File: src/rtl/assert_macros.svh
// ----------------------------------------------------------------------------
// assert_macros.svh
// Shared concurrent assertion macros for the RTL.
// ----------------------------------------------------------------------------
`ifndef ASSERT_MACROS_SVH
`define ASSERT_MACROS_SVH

// Property checked at every clock edge outside reset.
`define ASSERT_SYNC(name, clk, rst, prop, msg) \
   name: assert property (@(posedge clk) disable iff (rst) (prop)) else $error(msg);

// Same-cycle implication checked outside reset.
`define ASSERT_IMPL(name, clk, rst, ante, cons, msg) \
   name: assert property (@(posedge clk) disable iff (rst) (ante) |-> (cons)) else $error(msg);

`endif

File: src/rtl/slt_pkg.sv
// ----------------------------------------------------------------------------
// slt_pkg
// Types and constants shared by the sorted list table.
// ----------------------------------------------------------------------------
`default_nettype none

package slt_pkg;

   localparam int DEPTH_DEFAULT       = 16;
   localparam int VALUE_WIDTH_DEFAULT = 32;

   typedef enum logic [1:0] {
      OP_INSERT = 2'd0,
      OP_REMOVE = 2'd1,
      OP_CLEAR  = 2'd2,
      OP_DUMP   = 2'd3
   } slt_op_type;

   typedef enum logic [2:0] {
      ST_DONE      = 3'd0,
      ST_NOT_FOUND = 3'd1,
      ST_FULL      = 3'd2,
      ST_ENTRY     = 3'd3,
      ST_EMPTY     = 3'd4
   } slt_status_type;

   // what every cell does in a cycle
   typedef enum logic [2:0] {
      CA_HOLD    = 3'd0,
      CA_COMPARE = 3'd1,
      CA_INSERT  = 3'd2,
      CA_REMOVE  = 3'd3,
      CA_ROTATE  = 3'd4
   } slt_action_type;

   typedef struct packed {
      slt_action_type action;
      logic           occupied;   // cell index below the count
      logic           tail;       // cell holds the last stored entry
   } slt_cell_ctl_type;

   typedef enum logic [1:0] {
      S_IDLE = 2'd0,
      S_EXEC = 2'd1,
      S_DUMP = 2'd2
   } slt_state_type;

endpackage

`default_nettype wire

File: src/rtl/slt_channels.sv
// ----------------------------------------------------------------------------
// slt_channels
// Valid/ready channel interfaces for request and response words.
// ----------------------------------------------------------------------------
`default_nettype none

interface slt_req_if #(
   parameter int VALUE_WIDTH = 32
);
   logic                   valid;
   logic                   ready;
   logic [1:0]             opcode;
   logic [VALUE_WIDTH-1:0] value;

   modport source (output valid, output opcode, output value, input ready);
   modport sink   (input valid, input opcode, input value, output ready);
endinterface

interface slt_rsp_if #(
   parameter int VALUE_WIDTH = 32,
   parameter int DEPTH       = 16
);
   logic                         valid;
   logic                         ready;
   logic [2:0]                   status;
   logic [VALUE_WIDTH-1:0]       entry_value;
   logic                         last;
   logic [$clog2(DEPTH+1)-1:0]   entry_count;

   modport source (output valid, output status, output entry_value, output last,
                   output entry_count, input ready);
   modport sink   (input valid, input status, input entry_value, input last,
                   input entry_count, output ready);
endinterface

`default_nettype wire

File: src/rtl/slt_cell.sv
// ----------------------------------------------------------------------------
// slt_cell
// One slot of the sorted chain: holds an entry, compares it against the key
// and shifts from either neighbor on insert, remove and dump rotation.
// ----------------------------------------------------------------------------
`default_nettype none

module slt_cell #(
   parameter int VALUE_WIDTH = 32
) (
   input  logic                          clock,
   input  slt_pkg::slt_cell_ctl_type     ctl,
   input  logic signed [VALUE_WIDTH-1:0] key,
   input  logic signed [VALUE_WIDTH-1:0] left_entry,
   input  logic                          left_lt,
   input  logic signed [VALUE_WIDTH-1:0] right_entry,
   input  logic signed [VALUE_WIDTH-1:0] wrap_entry,
   output logic signed [VALUE_WIDTH-1:0] entry,
   output logic                          lt,
   output logic                          eq
);
   import slt_pkg::*;

   logic signed [VALUE_WIDTH-1:0] entry_ff, entry_in;
   logic                          lt_ff, lt_in;
   logic                          eq_ff, eq_in;

   always_comb begin
      entry_in = entry_ff;
      lt_in    = lt_ff;
      eq_in    = eq_ff;
      unique case (ctl.action)
         CA_HOLD: begin
         end
         CA_COMPARE: begin
            lt_in = ctl.occupied && (entry_ff < key);
            eq_in = ctl.occupied && (entry_ff == key);
         end
         // insert point is the first cell not below the key
         CA_INSERT: begin
            if (!left_lt) begin
               entry_in = left_entry;
            end else if (!lt_ff) begin
               entry_in = key;
            end
         end
         CA_REMOVE: begin
            if (!lt_ff) begin
               entry_in = right_entry;
            end
         end
         CA_ROTATE: begin
            entry_in = ctl.tail ? wrap_entry : right_entry;
         end
         default: begin
         end
      endcase
   end

   always_ff @(posedge clock) begin
      entry_ff <= entry_in;
      lt_ff    <= lt_in;
      eq_ff    <= eq_in;
   end

   assign entry = entry_ff;
   assign lt    = lt_ff;
   assign eq    = eq_ff;

endmodule

`default_nettype wire

File: src/rtl/slt_ctrl.sv
// ----------------------------------------------------------------------------
// slt_ctrl
// Sequencer of the sorted list table: accepts requests, drives the cell
// action, keeps the count and owns the response register.
// ----------------------------------------------------------------------------
`default_nettype none

module slt_ctrl #(
   parameter int DEPTH       = 16,
   parameter int VALUE_WIDTH = 32
) (
   input  logic                           clock,
   input  logic                           reset,
   slt_req_if.sink                        req,
   slt_rsp_if.source                      rsp,
   input  logic                           found,
   input  logic [VALUE_WIDTH-1:0]         head_entry,
   output slt_pkg::slt_action_type        action,
   output logic [VALUE_WIDTH-1:0]         key,
   output logic [$clog2(DEPTH+1)-1:0]     count
);
   import slt_pkg::*;

   localparam int CountWidth = $clog2(DEPTH + 1);

   slt_state_type          state_ff, state_in;
   slt_op_type             op_ff, op_in;
   logic [VALUE_WIDTH-1:0] key_ff, key_in;
   logic [CountWidth-1:0]  count_ff, count_in;
   logic [CountWidth-1:0]  idx_ff, idx_in;

   logic                   rsp_valid_ff, rsp_valid_in;
   slt_status_type         rsp_status_ff, rsp_status_in;
   logic [VALUE_WIDTH-1:0] rsp_value_ff, rsp_value_in;
   logic                   rsp_last_ff, rsp_last_in;
   logic [CountWidth-1:0]  rsp_count_ff, rsp_count_in;

   logic                   out_free;
   logic                   load;
   logic                   dump_last;

   assign out_free  = !rsp_valid_ff || rsp.ready;
   assign dump_last = (CountWidth'(idx_ff + 1'b1) == count_ff);

   always_comb begin
      state_in      = state_ff;
      op_in         = op_ff;
      key_in        = key_ff;
      count_in      = count_ff;
      idx_in        = idx_ff;
      rsp_status_in = rsp_status_ff;
      rsp_value_in  = rsp_value_ff;
      rsp_last_in   = rsp_last_ff;
      rsp_count_in  = rsp_count_ff;
      action        = CA_HOLD;
      req.ready     = 1'b0;
      load          = 1'b0;

      unique case (state_ff)
         S_IDLE: begin
            req.ready = 1'b1;
            if (req.valid) begin
               action   = CA_COMPARE;
               op_in    = slt_op_type'(req.opcode);
               key_in   = req.value;
               state_in = S_EXEC;
            end
         end
         S_EXEC: begin
            if (out_free) begin
               load          = 1'b1;
               rsp_status_in = ST_DONE;
               rsp_value_in  = '0;
               rsp_last_in   = 1'b1;
               state_in      = S_IDLE;
               unique case (op_ff)
                  OP_INSERT: begin
                     if (count_ff == CountWidth'(DEPTH)) begin
                        rsp_status_in = ST_FULL;
                     end else begin
                        action   = CA_INSERT;
                        count_in = CountWidth'(count_ff + 1'b1);
                     end
                  end
                  OP_REMOVE: begin
                     if (found) begin
                        action   = CA_REMOVE;
                        count_in = CountWidth'(count_ff - 1'b1);
                     end else begin
                        rsp_status_in = ST_NOT_FOUND;
                     end
                  end
                  OP_CLEAR: begin
                     count_in = '0;
                  end
                  OP_DUMP: begin
                     if (count_ff == '0) begin
                        rsp_status_in = ST_EMPTY;
                     end else begin
                        load     = 1'b0;
                        idx_in   = '0;
                        state_in = S_DUMP;
                     end
                  end
               endcase
               rsp_count_in = count_in;
            end
         end
         // head cell is emitted, then the occupied cells rotate by one
         S_DUMP: begin
            if (out_free) begin
               load          = 1'b1;
               action        = CA_ROTATE;
               rsp_status_in = ST_ENTRY;
               rsp_value_in  = head_entry;
               rsp_last_in   = dump_last;
               rsp_count_in  = count_ff;
               idx_in        = CountWidth'(idx_ff + 1'b1);
               if (dump_last) begin
                  state_in = S_IDLE;
               end
            end
         end
         default: begin
            state_in = S_IDLE;
         end
      endcase

      rsp_valid_in = load || (rsp_valid_ff && !rsp.ready);
   end

   always_ff @(posedge clock) begin
      if (reset) begin
         state_ff     <= S_IDLE;
         count_ff     <= '0;
         rsp_valid_ff <= 1'b0;
      end else begin
         state_ff     <= state_in;
         count_ff     <= count_in;
         rsp_valid_ff <= rsp_valid_in;
      end
   end

   always_ff @(posedge clock) begin
      op_ff         <= op_in;
      key_ff        <= key_in;
      idx_ff        <= idx_in;
      rsp_status_ff <= rsp_status_in;
      rsp_value_ff  <= rsp_value_in;
      rsp_last_ff   <= rsp_last_in;
      rsp_count_ff  <= rsp_count_in;
   end

   // compare runs on the incoming value in the accept cycle
   assign key   = (state_ff == S_IDLE) ? req.value : key_ff;
   assign count = count_ff;

   assign rsp.valid       = rsp_valid_ff;
   assign rsp.status      = rsp_status_ff;
   assign rsp.entry_value = rsp_value_ff;
   assign rsp.last        = rsp_last_ff;
   assign rsp.entry_count = rsp_count_ff;

endmodule

`default_nettype wire

File: src/rtl/sorted_list_table.sv
// ----------------------------------------------------------------------------
// sorted_list_table
// Bounded multiset of signed values kept in ascending order in a cell chain.
// ----------------------------------------------------------------------------
// Request channel req_bus carries an opcode (insert, remove, clear, dump) and
// a signed value. Response channel rsp_bus returns status, entry value, last
// flag and the entry count after the operation.
// Insert, remove and clear give one response word each: the cells compare
// against the value in the accept cycle, and an insert or remove shifts them
// once the response register is free. Requests are taken only in the idle
// state. Dump gives one word per stored entry, one per cycle while the
// receiver takes them; an empty store gives a single word.
// The head cell feeds the response register and the chain rotates by one
// entry per word, so the store is back in order when the dump ends.
// A stalled receiver holds the response register; one more request may be
// taken, then the sequencer waits with the request side closed until the
// response register frees.
// Reset empties the store and drops any pending response; no clearing pass.
// ----------------------------------------------------------------------------
`default_nettype none

`include "assert_macros.svh"

module sorted_list_table #(
   parameter int DEPTH       = slt_pkg::DEPTH_DEFAULT,
   parameter int VALUE_WIDTH = slt_pkg::VALUE_WIDTH_DEFAULT
) (
   input  logic      clock,
   input  logic      reset,
   slt_req_if.sink   req_bus,
   slt_rsp_if.source rsp_bus
);
   import slt_pkg::*;

   localparam int CountWidth = $clog2(DEPTH + 1);

   slt_action_type                action;
   logic [VALUE_WIDTH-1:0]        key;
   logic [CountWidth-1:0]         count;
   logic                          found;

   slt_cell_ctl_type              cell_ctl [DEPTH];
   logic signed [VALUE_WIDTH-1:0] entry    [DEPTH];
   logic [DEPTH-1:0]              lt;
   logic [DEPTH-1:0]              eq;

   slt_ctrl #(
      .DEPTH       (DEPTH),
      .VALUE_WIDTH (VALUE_WIDTH)
   ) u_ctrl (
      .clock      (clock),
      .reset      (reset),
      .req        (req_bus),
      .rsp        (rsp_bus),
      .found      (found),
      .head_entry (entry[0]),
      .action     (action),
      .key        (key),
      .count      (count)
   );

   // store is sorted, so any occupied match means the value is present
   assign found = |eq;

   for (genvar i = 0; i < DEPTH; i++) begin : g_cell
      logic signed [VALUE_WIDTH-1:0] left_entry;
      logic                          left_lt;
      logic signed [VALUE_WIDTH-1:0] right_entry;

      assign cell_ctl[i] = '{action:   action,
                             occupied: (CountWidth'(i) < count),
                             tail:     (CountWidth'(i + 1) == count)};

      if (i == 0) begin : g_head
         assign left_entry = key;
         assign left_lt    = 1'b1;
      end else begin : g_body
         assign left_entry = entry[i-1];
         assign left_lt    = lt[i-1];
      end

      if (i == DEPTH - 1) begin : g_end
         assign right_entry = entry[i];
      end else begin : g_mid
         assign right_entry = entry[i+1];
      end

      slt_cell #(
         .VALUE_WIDTH (VALUE_WIDTH)
      ) u_cell (
         .clock       (clock),
         .ctl         (cell_ctl[i]),
         .key         (key),
         .left_entry  (left_entry),
         .left_lt     (left_lt),
         .right_entry (right_entry),
         .wrap_entry  (entry[0]),
         .entry       (entry[i]),
         .lt          (lt[i]),
         .eq          (eq[i])
      );
   end

   `ASSERT_SYNC(a_count_bound, clock, reset, count <= CountWidth'(DEPTH), "count above depth")
   `ASSERT_SYNC(a_one_at_a_time, clock, reset, (req_bus.valid && req_bus.ready) |=> !req_bus.ready, "request taken while busy")
   `ASSERT_IMPL(a_single_last, clock, reset, rsp_bus.valid && (rsp_bus.status != ST_ENTRY), rsp_bus.last && (rsp_bus.entry_value == '0), "single word response malformed")
   `ASSERT_IMPL(a_dump_count, clock, reset, rsp_bus.valid && (rsp_bus.status == ST_ENTRY), rsp_bus.entry_count != '0, "dump word with empty store")

endmodule

`default_nettype wire

File: src/flat_wrapper.sv
// flat-port wrapper written by rule: the top's interface ports become plain ports
module sorted_list_table_flat import slt_pkg::*;
#(
   parameter int DEPTH       = slt_pkg::DEPTH_DEFAULT,
   parameter int VALUE_WIDTH = slt_pkg::VALUE_WIDTH_DEFAULT
)
  (clock, reset, req_bus_valid, req_bus_opcode, req_bus_value, req_bus_ready, rsp_bus_valid, rsp_bus_status, rsp_bus_entry_value, rsp_bus_last, rsp_bus_entry_count, rsp_bus_ready);
  slt_req_if #(.VALUE_WIDTH(VALUE_WIDTH)) req_bus_i ();
  slt_rsp_if #(.VALUE_WIDTH(VALUE_WIDTH), .DEPTH(DEPTH)) rsp_bus_i ();
  input  logic clock;
  input  logic reset;
  input wire logic [$bits(req_bus_i.valid)-1:0] req_bus_valid;
  input wire logic [$bits(req_bus_i.opcode)-1:0] req_bus_opcode;
  input wire logic [$bits(req_bus_i.value)-1:0] req_bus_value;
  output wire logic [$bits(req_bus_i.ready)-1:0] req_bus_ready;
  output wire logic [$bits(rsp_bus_i.valid)-1:0] rsp_bus_valid;
  output wire logic [$bits(rsp_bus_i.status)-1:0] rsp_bus_status;
  output wire logic [$bits(rsp_bus_i.entry_value)-1:0] rsp_bus_entry_value;
  output wire logic [$bits(rsp_bus_i.last)-1:0] rsp_bus_last;
  output wire logic [$bits(rsp_bus_i.entry_count)-1:0] rsp_bus_entry_count;
  input wire logic [$bits(rsp_bus_i.ready)-1:0] rsp_bus_ready;
  assign req_bus_i.valid = req_bus_valid;
  assign req_bus_i.opcode = req_bus_opcode;
  assign req_bus_i.value = req_bus_value;
  assign req_bus_ready = req_bus_i.ready;
  assign rsp_bus_valid = rsp_bus_i.valid;
  assign rsp_bus_status = rsp_bus_i.status;
  assign rsp_bus_entry_value = rsp_bus_i.entry_value;
  assign rsp_bus_last = rsp_bus_i.last;
  assign rsp_bus_entry_count = rsp_bus_i.entry_count;
  assign rsp_bus_i.ready = rsp_bus_ready;
  sorted_list_table #(.DEPTH(DEPTH), .VALUE_WIDTH(VALUE_WIDTH)) u_core (.clock(clock), .reset(reset), .req_bus(req_bus_i), .rsp_bus(rsp_bus_i));
endmodule
File: config.mk
export PLATFORM = sky130hd
export DESIGN_NAME = sorted_list_table_flat
export DESIGN_NICKNAME = d
export VERILOG_FILES = /design/src/rtl/slt_pkg.sv /design/src/rtl/slt_channels.sv /design/src/rtl/slt_cell.sv /design/src/rtl/slt_ctrl.sv /design/src/rtl/sorted_list_table.sv /design/src/flat_wrapper.sv
export VERILOG_INCLUDE_DIRS = /design/src /design/src/rtl
export SDC_FILE = /design/constraint.sdc
export NUM_CORES = 2
export LEC_CHECK = 0
export ABC_CLOCK_PERIOD_IN_PS = 6900
export BUFFER_PORTS_ARGS = -buffer_cell sky130_fd_sc_hd__buf_2
export CAP_MARGIN = 20
export CORE_MARGIN = 5
export CORE_UTILIZATION = 25
export DETAILED_ROUTE_END_ITERATION = 16
export SETUP_SLACK_MARGIN = 0.4
export SYNTH_ARGS = -nofsm -noshare
export SYNTH_HDL_FRONTEND = slang
export SYNTH_HIERARCHICAL = 1
export SYNTH_SLANG_ARGS = --single-unit
File: constraint.sdc
create_clock -name clock -period 6.9 [get_ports clock]
set_input_delay 1.035 -clock clock [delete_from_list [all_inputs] [get_ports clock]]
set_output_delay 1.035 -clock clock [all_outputs]
set_load 0.005 [all_outputs]
* Word level (Yosys, flattened, before mapping)
Index checks and enable logic that the tools add are counted.
Storage, ports and cells: bits in registers 632, input bits 38, output and inout port bits 43, logic and storage cells 363
Operators by class: $add $sub $neg 3, reduce and logical (&&, ||, !) cells 65, $lt $le $gt $ge 32, equality and inequality tests 82, muxes and demuxes 123
Operators with widths (count):
- $mux W32 | 65
- $pmux W32 S3 | 15
- $eq A32 B32 Y1 | 16
- $lt A32 B32 Y1 | 16
- $pmux W32 S2 | 2
- $ne A2 B2 Y1 const B | 24
- $reduce_and A3 Y1 | 16
- $ne A3 B3 Y1 const B | 15
- $eq A4 B5 Y1 const A | 8
- $lt A4 B5 Y1 const A | 8
- $mux W5 | 8
- $logic_and A1 B1 Y1 | 33
- $eq A3 B5 Y1 const A | 4
- $lt A3 B5 Y1 const A | 4
- $mux W2 | 10
- $pmux W5 S2 | 2
- $pmux W3 S3 | 2
- $reduce_or A16 Y1 | 1
- $pmux W5 S3 | 1
- $mux W3 | 4
- $add A5 B1 Y5 const B | 2
- $eq A2 B5 Y1 const A | 2
- $lt A1 B5 Y1 const A | 2
- $lt A2 B5 Y1 const A | 2
- other kinds (24) | 43

* Longest topological paths before layout
word-level depth 8, gate-level depth with buffers 13, gate-level depth less buffers 11

* Cells and area by module
Netlist, hierarchy kept.
By module, submodules not included:
- slt_cell (u_core.g_cell[0].u_cell ...) | seq. area each 1021.0 um^2, cells each 269, instances 14, area each 2778.9 um^2
- slt_ctrl | seq. area each 2562.5 um^2, cells each 292, instances 1, area each 3987.6 um^2
- slt_cell (u_core.g_cell[14].u_cell) | seq. area each 1021.0 um^2, cells each 269, instances 1, area each 2773.9 um^2
- slt_cell (u_core.g_cell[9].u_cell) | seq. area each 1021.0 um^2, cells each 269, instances 1, area each 2720.1 um^2
- sorted_list_table | seq. area each 0.0 um^2, cells each 59, instances 1, area each 330.3 um^2

* Least setup slack after synthesis
OpenSTA, ideal clock, no wires.
path kind input-to-reg, start input rsp_bus_ready, end register u_core.g_cell[0].u_cell.entry_ff[0] (enable), stages on the path 6, setup slack -0.445 ns, required time 6.422 ns, arrival 6.866 ns, buffers on the path 0, library setup time 0.478 ns, cell sequence nand2b_1 nand2_1 nor4_1 nor2_1 nand2_1 nand2_1
On the way: longest elaborated chain between the ends 6, elaborated cells on any way between the ends 12, those cells by class eq/ne (6); mux (3); reduce/logical (3)
Ends and longest elaborated chain:
- from (decl) | line flat_wrapper.sv:21 | input wire logic [$bits(rsp_bus_i.ready)-1:0] rsp_bus_ready;
- $logic_or A1 B1 Y1 * | line slt_ctrl.sv:42 | assign out_free = !rsp_valid_ff || rsp.ready;
- $mux W2 * | line slt_ctrl.sv:70 | if (out_free) begin
- $pmux W3 S3 * | line slt_ctrl.sv:59 | unique case (state_ff)
- net u_core.action[1] | line sorted_list_table.sv:37 | slt_action_type action;
- $eq A3 B2 Y1 or $eq A3 B3 Y1 (tied branches) | line slt_cell.sv:32 | unique case (ctl.action)
- $ne A2 B2 Y1 (no source line) or $reduce_bool A3 Y1 (tied branches)
- $reduce_and A4 Y1 (no source line) *
- to (signal assigned) | line slt_cell.sv:61 | entry_ff <= entry_in;
- to (decl) | line slt_cell.sv:24 | logic signed [VALUE_WIDTH-1:0] entry_ff, entry_in;
The timed path passes the listed nets; every way through them passes the cells marked *. A chain may end at the register's enable or synchronous reset.

* Worst setup path in the final report
start register u_core.u_ctrl.state_ff[0], end register u_core.g_cell[15].u_cell.entry_ff[10], data pin
On the way: elaborated cells on any way between the ends 10, those cells by class eq/ne (4); mux (5); reduce/logical (1)
RTL lines:
- from (decl) | line slt_ctrl.sv:26 | slt_state_type state_ff, state_in;
- from (signal assigned) | line slt_ctrl.sv:138 | state_ff <= state_in;
- $eq A2 B2 Y1 (tied with other cells) | line slt_ctrl.sv:59
- $pmux W3 S3 * | line slt_ctrl.sv:59
- net u_core.action[0] | line sorted_list_table.sv:37
- $eq A3 B3 Y1 or $eq A3 B2 Y1 (tied branches) | line slt_cell.sv:32
- $pmux W32 S2 * | line slt_cell.sv:32
- net u_core.g_cell[15].u_cell.entry_in[10] | line slt_cell.sv:24
- to (signal assigned) | line slt_cell.sv:61
- to (decl) | line slt_cell.sv:24
The timed path passes the listed nets; every way through them passes the cells marked *. The select of a mux whose other input is x is not followed.

==> summary.md <==
| Metric | Value |
|---|---|
| Status | completed |
| Setup violations, final | 0 |
| Worst Skew | 0.0300 ns |
| Row Count | 162 |
| CP Class | reg2reg |
| Die Span Y | 451 um |
| Fin Setup TNS | 0 ns |
| Nets@finish | 5239 |
| # IOs | 81 |
| H-tree levels | 3 |
| Commonest non-fill, non-tap cells in the layout | 624 x edfxtp_1, 590 x nor2_1, 529 x mux2i_1 |
| Warnings, synthesis | 6 |
| Post-CTS sizing | 0 |
| # DRC | 0 |
| Crit path DAT | 5.13 ns |
| Overflow after GRT | 0 |
| Post-route setup slack | 2.17 ns |
| CTS root buf | clkbuf_16 |
| Largest net degree at the start of global routing | 53 |
| Final WL | 145 mm |
| FMAX | 211 MHz |
| CP required | 7.30 ns |
| First-pass GRT wire length | 222 mm |
| Max Slew Vio Count | 0 |
| Reg area | 18900 sq um |
| Vias per inst | 5.27 |
| Avg WL per Cell | 19.9 um |
| Die area | 204000 sq um |
| Crit path max fanout | 36 |
| Dpl ws | 2.01 ns |
| Area leader, netlist | edfxtp_1 |
| Pwr Total | 14.5 mW |
| Core Area | 194000 sq um |
| Sequential share of the synthesized area | 0.388 |
| 1st-iter DRT viols | 3851 |
| Crit path launch type | flip-flop |
| Worst min path class | reg2reg |
| Placed cell areas | 51700 sq um |
| Max-cap violations | 0 |
| Post-synth top flop | edfxtp_1 |
| VDD IR max | 159 uV |
| Final Hold Vio Count | 0 |
| Syn Nets | 5212 |
| Post-CTS Setup Bufs | 0 |
| Initial Utilization | 0.251 |
| Slew at the pin closest to its max-slew limit | 1.14 ns |
| Synthesized area | 48700 sq um |
| Avg Cell Area, Syn | 10.5 sq um |
| Final worst path period need | 4.73 ns |
| IO buf count | 80 |
| Final hold slack | 0.541 ns |
| Gr usage total | 0.135 |
| Initial antenna violation count | 3 |
| Count of different cell masters after synthesis | 67 |
| Synth area leaders | edfxtp_1 38%, ha_1 13%, mux2i_1 11% |
| Async S/R FF share, synth | 0 |
| Footprint of the multi-input gates | 26300 sq um |
| Mapped Cells | 4655 |
| Critical Path End Type | flip-flop |
| Post-synth EDFFs | 624 |
| Part of the cycle the worst path needs | 0.686 |
| CTS tree | built |
| Layout cells sized above 1 | 0.0914 |
| CTS clk-pin slew, worst paths | 0.06 ns |
| Power Density | 269 nW/um^2 |
| Filler instances | 20000 |
| Detail Placement HPWL | 111 mm |
| Post-route ant nets | 0 |
| RSZ-0062 raised after global routing | false |
| Static Leakage | 23.1 nW |
| CTS buffer count | 72 |
| Final Instance Area | 54000 sq um |
| Clk buf depth | 3 |
| P&R area growth vs syn | 10.8% |
| Vias in the first global route | 37400 |
| Pre-Repair DR Iteration Count | 6 |
| Clk Latency, worst-skew pair | 0.66 ns |
| Most common cell after layout, fill and taps aside | edfxtp_1 |
| Synth top area share | 0.385 |
| GPL Wtd Cong | 0.858 |
| Seq cells post-synth | 632 |
| Die span in x | 451 um |
| Hold-fix buffers, CTS | 0 |
| Worst rel slew slack | 0.242 |
| CTS sink cnt | 632 |
| Vias | 38300 |
==> path summary, 6_finish.rpt <==
check	startpoint	to	slack (ns)	cells past startpoint
worst max-delay path	u_core/u_ctrl/state_ff[0]	u_core/g_cell[15].u_cell/entry[10]	2.17	11
worst min-delay path	u_core/u_ctrl/state_ff[0]	u_core/u_ctrl/state_ff[0]	0.54	2
worst max register to register	u_core/u_ctrl/state_ff[0]	u_core/g_cell[15].u_cell/entry[10]	2.17	11
worst min register to register	u_core/u_ctrl/state_ff[0]	u_core/u_ctrl/state_ff[0]	0.54	2
==> worst max-delay path, stage by stage, from the launching register on <==
cell and delay [ns]:
dfxtp_1 0.34, inv_1 0.10, ha_2 0.85, and2_2 0.29, buf_4 0.48, a31oi_1 0.16
nor2_4 0.53, buf_4 0.38, nand3b_1 0.22, nand2_2 0.67, nor2_1 0.13, a221o_1 0.30
==> where the power goes <==
| part | internal (mW) | switching, mW | total [mW] | leakage, nW |
|---|---|---|---|---|
| Combinational | 2.18 | 3.18 | 5.36 | 16.1 |
| Clock | 2.15 | 1.66 | 3.81 | 1.10 |
| Sequential | 4.93 | 0.391 | 5.33 | 5.82 |
| Total | 9.27 | 5.22 | 14.5 | 23.1 |
==> Yosys cell counts (18+ instances only) <==
library cell,count
a21oi_1,189
buf_6,62
ha_1,519
and2_1,35
and3_1,19
o21bai_1,18
a31oi_1,21
o21ai_0,100
and4_1,30
nand4_1,68
buf_2,159
nand2b_1,26
nand3_1,28
nor2_1,592
edfxtp_1,624
inv_1,521
o31ai_1,19
nor2b_1,35
mux2_2,34
mux2i_1,529
a21o_1,37
a221o_1,512
clkbuf_1,22
a211oi_1,50
nand3b_1,35
nand2_1,156
==> stage by stage <==
stage | std cells | utilization
after floorplan | 4655 | -
after CTS | 7273 | 0.277
after global placement | 7139 | 0.265
after detailed placement | 7144 | 0.266
after global routing | 7280 | 0.278
final | 7281 | 0.278
==> sequential cells by signal, indices dropped and copies added (netlist names), 2 cells and up <==
register,cells
u_core/u_ctrl/rsp.entry_count,5
u_core/g_cell.u_cell/entry,512
u_core/u_ctrl/idx_ff,5
u_core/u_ctrl/key_ff,32
u_core/u_ctrl/op_ff,2
u_core/u_ctrl/rsp.entry_value,32
u_core/g_cell.u_cell/lt,16
u_core/u_ctrl/count,5
u_core/g_cell.u_cell/eq,16
u_core/u_ctrl/rsp.status,3
u_core/u_ctrl/state_ff,2
==> layout make-up <==
cell class              count  area share
diodes                      2   0.0000927
multi-input cells        3253       0.487
clock buffers              93      0.0364
repair buffers            201      0.0256
clock inverters            36     0.00519
inverters                 522      0.0363
flip-flops and latches    632       0.350
well taps                2542      0.0589
==> routing by layer <==
metal  track usage  part of all wire
met5             0          0.000069
met4        0.0333             0.024
met3        0.0247             0.081
met2         0.209              0.44
met1         0.194              0.46
==> cell families (layout without fill, tap and decap cells) <==
kind of cell               Yosys count  after routing  synth area share
and+or+nand+nor                   1140           1140             0.119
xor gates and xnor gates            10             10           0.00180
adders and majority gates          519            519             0.133
AOI/OAI and AO/OA                 1020           1020             0.169
other                                1              3         0.0000770
DFF                                632            632             0.388
buffers and inverters              770            852            0.0730
muxes                              563            563             0.117
Power figures use the tool's default switching activity.
